File: src/hdl/ec2p_sqrt.sv
// Pipelined integer square root (floor), one root bit per stage.
`default_nettype none
module ec2p_sqrt #(
  parameter int unsigned NW = 64,
  parameter int unsigned SW = 8
) (
  input  wire logic            clk,
  input  wire logic            rst_n,
  input  wire logic            en,
  input  wire logic            in_valid,
  input  wire logic [NW-1:0]   x,
  input  wire logic [SW-1:0]   side_in,
  output logic                 out_valid,
  output logic [NW/2-1:0]      root,
  output logic [SW-1:0]        side_out
);

  localparam int unsigned RTW = NW / 2;
  localparam int unsigned RW = RTW + 2;

  logic [RW-1:0]  rem_r  [RTW];
  logic [RTW-1:0] root_r [RTW];
  logic [NW-1:0]  x_r    [RTW];
  logic [SW-1:0]  side_r [RTW];
  logic           v_r    [RTW];

  for (genvar g = 0; g < RTW; g++) begin : g_stage
    logic [RW-1:0]  rem_c;
    logic [RTW-1:0] root_c;
    logic [NW-1:0]  x_c;
    logic [SW-1:0]  side_c;
    logic           v_c;
    logic [RW+1:0]  tmp;
    logic [RW+1:0]  trial;
    logic [RW+1:0]  diff;
    logic           take;

    if (g == 0) begin : g_head
      assign rem_c  = '0;
      assign root_c = '0;
      assign x_c    = x;
      assign side_c = side_in;
      assign v_c    = in_valid;
    end else begin : g_body
      assign rem_c  = rem_r[g-1];
      assign root_c = root_r[g-1];
      assign x_c    = x_r[g-1];
      assign side_c = side_r[g-1];
      assign v_c    = v_r[g-1];
    end

    assign tmp   = {rem_c, x_c[NW-1:NW-2]};
    assign trial = {2'b00, root_c, 2'b01};
    assign diff  = tmp - trial;
    assign take  = (tmp >= trial);

    always_ff @(posedge clk) begin
      if (!rst_n) begin
        v_r[g] <= 1'b0;
      end else if (en) begin
        v_r[g] <= v_c;
      end
    end

    always_ff @(posedge clk) begin
      if (en) begin
        rem_r[g]  <= take ? diff[RW-1:0] : tmp[RW-1:0];
        root_r[g] <= {root_c[RTW-2:0], take};
        x_r[g]    <= {x_c[NW-3:0], 2'b00};
        side_r[g] <= side_c;
      end
    end
  end

  assign out_valid = v_r[RTW-1];
  assign root      = root_r[RTW-1];
  assign side_out  = side_r[RTW-1];

endmodule
`default_nettype wire

File: config.mk
export PLATFORM = sky130hd
export DESIGN_NAME = ec2p_sqrt
export DESIGN_NICKNAME = d
export VERILOG_FILES = /design/src/hdl/ec2p_sqrt.sv
export SDC_FILE = /design/constraint.sdc
export NUM_CORES = 2
export LEC_CHECK = 0
export BUFFER_PORTS_ARGS = -buffer_cell sky130_fd_sc_hd__buf_2
export CAP_MARGIN = 20
export CORE_UTILIZATION = 60
export DETAILED_ROUTE_END_ITERATION = 12
export PLACE_DENSITY = 0.76
export SLEW_MARGIN = 5
export SYNTH_ARGS = -nofsm -noshare
export SYNTH_HDL_FRONTEND = slang
export SYNTH_MEMORY_MAX_BITS = 65536
export SYNTH_SLANG_ARGS = --single-unit
File: constraint.sdc
create_clock -name clk -period 9.15 [get_ports clk]
set_input_delay 1.83 -clock clk [delete_from_list [all_inputs] [get_ports clk]]
set_output_delay 1.83 -clock clk [all_outputs]
set_load 0.02 [all_outputs]
==> flow_metrics.tcl <==
set metrics [dict create \
    io_pins 117 \
    synth_seq_cells 2811 \
    p_sw_share_pct 26.65 \
    grt.busiest_layer "met2" \
    cts_buffers 302 \
    crit_required_ps 9780 \
    use_met3_pct 2.970 \
    gp_congestion 0.8989 \
    nets 10240 \
    path_max_fanout 22 \
    cts_hold_buffers 0 \
    hold_violations 0 \
    dpl_cell_area_um2 129400 \
    antenna_found_initial 4 \
    switchingPower_w 0.009261 \
    synth_edf_count 2810 \
    synth_top_area_share_pct 67.37 \
    synth_commonest_cells "2810 x edfxtp_1, 726 x inv_1, 712 x nand2_1" \
    maxCapViolCount 0 \
    power.internal_w 0.02549 \
    min_from "x_r[0][144]$_DFFE_PP_" \
    final_area_um2 138700 \
    drt_drc_violations_left 0 \
    syn-num-nets 9913 \
    dieWidth_um 458.9 \
    rrSetupSlack_ps 4750 \
    power.leakage_nw 52.71 \
    clk_latency_ps 930 \
    ys_seq_area_share_pct 67.39 \
    period_share_pct 48.03 \
    drive_above_1_share_pct 7.234 \
    initial_core_util_pct 60.42 \
    hold_path_class "flop to flop" \
    gr-total-overflow 0 \
    p_clk_share_pct 33.1 \
    cts_tree "built" \
    globalRouteMet1Util_pct 27.55 \
    share_comb_of_total_power_pct 17.5 \
    cts_setup_buffers 0 \
    hpwl_um 164600 \
    synthesis.area_um2 125200 \
    critical_path.startpoint "rem_r[0][426]$_DFFE_PP_" \
    core_area_um2 207300 \
    synth_cell_types 90 \
    cp.arrival_ps 5030 \
    seqPwrFrac_pct 49.4 \
    htreeDepth 5 \
    ys_warn_count 0 \
    crit_path_start_kind "flop" \
    syn2layout_area_growth_pct 10.72 \
    grt_max_degree 200 \
    cp-endpoint "rem_r[0][465]$_DFFE_PP_" \
    reg2reg_from "rem_r[0][426]$_DFFE_PP_" \
    dieArea_um2 210600 \
    port_buffers 116 \
    grt_first_pass_wirelength_um 374500 \
    fmax_mhz 227.5 \
    finalSetupViolations 0 \
    drt_iter0_drc 5578 \
    use_met2_pct 39.70 \
    end_kind "flop" \
    powerDensity_nw_per_um2 250.6 \
    routed-via-count 72130 \
    ir_drop_uv 214.4 \
    synth_area_leader_cell "edfxtp_1" \
    root_buffer "clkbuf_16" \
    syn_area_per_cell_um2 13.50 \
    antenna_left 0 \
    synthFlopType "edfxtp_1" \
    synth_cells 9275 \
    worstMarginPinSlew_ps 1171 \
    cts.clk_slew.worst_paths_ps 60 \
    slew_viol_final 0 \
    wl_per_cell_um 18.78 \
    via_per_inst 5.728 \
    rows 167 \
    finalSetupTns_ps 0 \
    r2r-end "rem_r[0][465]$_DFFE_PP_" \
    hold_path_depth 0 \
    clock_skew_ps 52.09 \
    path_class "flop to flop" \
    slew_headroom_pct 21.92 \
    holdWs_ps 398.3 \
    utilization_pct 66.90 \
    drtPass1Iterations 6 \
    clock_path_buffers 4 \
    grt_pass1_vias 71330 \
    synthTopCellsByArea "edfxtp_1 67%, ha_1 5.6%, xor2_1 3.3%" \
    wirelength_um 236500 \
    rsz0062_at_grt "false" \
    die_h_um 458.9 \
    grt.total_usage_pct 22.32 \
    cts.repair.resized 0 \
    r2r_cells 11 \
    synth_most_common_cell "edfxtp_1" \
    cts.sinks 2811 \
    async_flop_share_pct 0 \
    status "complete, no violations" \
    min_period_ps 4395 \
]
[per-stage QoR]
step                power [W]  cells  worst slack, ps
floorplan             0.02146   9275             5758
global placement      0.02326  12080             4450
detailed placement    0.02344  12080             4391
CTS                   0.03504  12590             4381
global route          0.03633  12590             4465
finish                0.03475  12590             4755
[sequential cells by signal, summed over array words and instances, names as in the netlist]
| name | count |
|---|---|
| x_r | 992 |
| side_r | 256 |
| v_r | 32 |
| rem_r | 1003 |
| root_r | 528 |
[per-layer routing]
layer,up-vias,wire [µm]
met5,-,0
met4,0,9124
met3,572,8862
met2,1690,121300
met1,34900,97190
li1,34970,-
[cell type report]
cell class	instances	area [µm²]
Antenna cell	4	10.01
Clock buffer	353	7812
Clock inverter	154	1421
Fill cell	14570	68610
Inverter	729	2736
Multi-Input combinational cell	5577	37570
Sequential cell	2811	84400
Tap cell	2788	3488
Timing Repair Buffer	177	1229
[placed cells by master (no fill, tap or decap), drive strengths merged, types with 70 or more instances in the layout]
cell / n
nor3: 231
buf: 176
ha: 562
xor2: 466
o21a: 83
nand2: 712
nor2: 461
a21o: 238
or3: 101
a21oi: 500
nor2b: 74
nor4: 120
nand3: 117
or4: 70
nand2b: 108
edfxtp: 2810
o31ai: 72
xnor2: 368
o21ai: 560
clkbuf: 354
clkinv: 116
nand4: 90
and3: 77
inv: 732
[cells by family (layout without fill, tap and decap cells)]
| family | Yosys count | count (layout) | share of synthesized area, % |
|---|---|---|---|
| AO/OA/AOI/OAI | 1781 | 1781 | 8.724 |
| other | 1 | 5 | 0.002994 |
| adder cells (fa/ha/maj) | 562 | 562 | 5.614 |
| buffers and inverters | 887 | 1413 | 2.698 |
| XOR/XNOR | 834 | 834 | 5.832 |
| multiplexers | 50 | 50 | 0.4346 |
| AND/OR/NAND/NOR | 2349 | 2349 | 9.305 |
| flip-flops | 2811 | 2811 | 67.39 |
[worst max-delay path: stages, from the launching register on]
cell	delay, ps
edfxtp_1	460
nor4_1	430
nand2_1	180
or4_1	510
nor4_1	410
nand4_1	140
o21ai_0	310
and2_1	530
inv_1	470
nand4b_1	410
nor4_1	110
xor2_1	150
[power by group through the flow]
stage	clock (W)	sequential, W	combinational [W]
after floorplan	0	0.0169	0.00454
after global placement	0	0.0174	0.00588
after detailed placement	0	0.0174	0.00603
after CTS	0.0118	0.0172	0.00608
after global routing	0.0123	0.0173	0.00679
final	0.0115	0.0172	0.00609
[worst min-delay path by stage]
stage	slack, ps	end
final	400	x_r[0][208]$_DFFE_PP_
after global routing	410	x_r[0][342]$_DFFE_PP_
after CTS	400	x_r[0][678]$_DFFE_PP_
after detailed placement	400	side_r[11][4]$_DFFE_PP_
after global placement	400	side_r[21][3]$_DFFE_PP_
after floorplan	400	side_r[10][0]$_DFFE_PP_
Power figures use the tool's default switching activity.
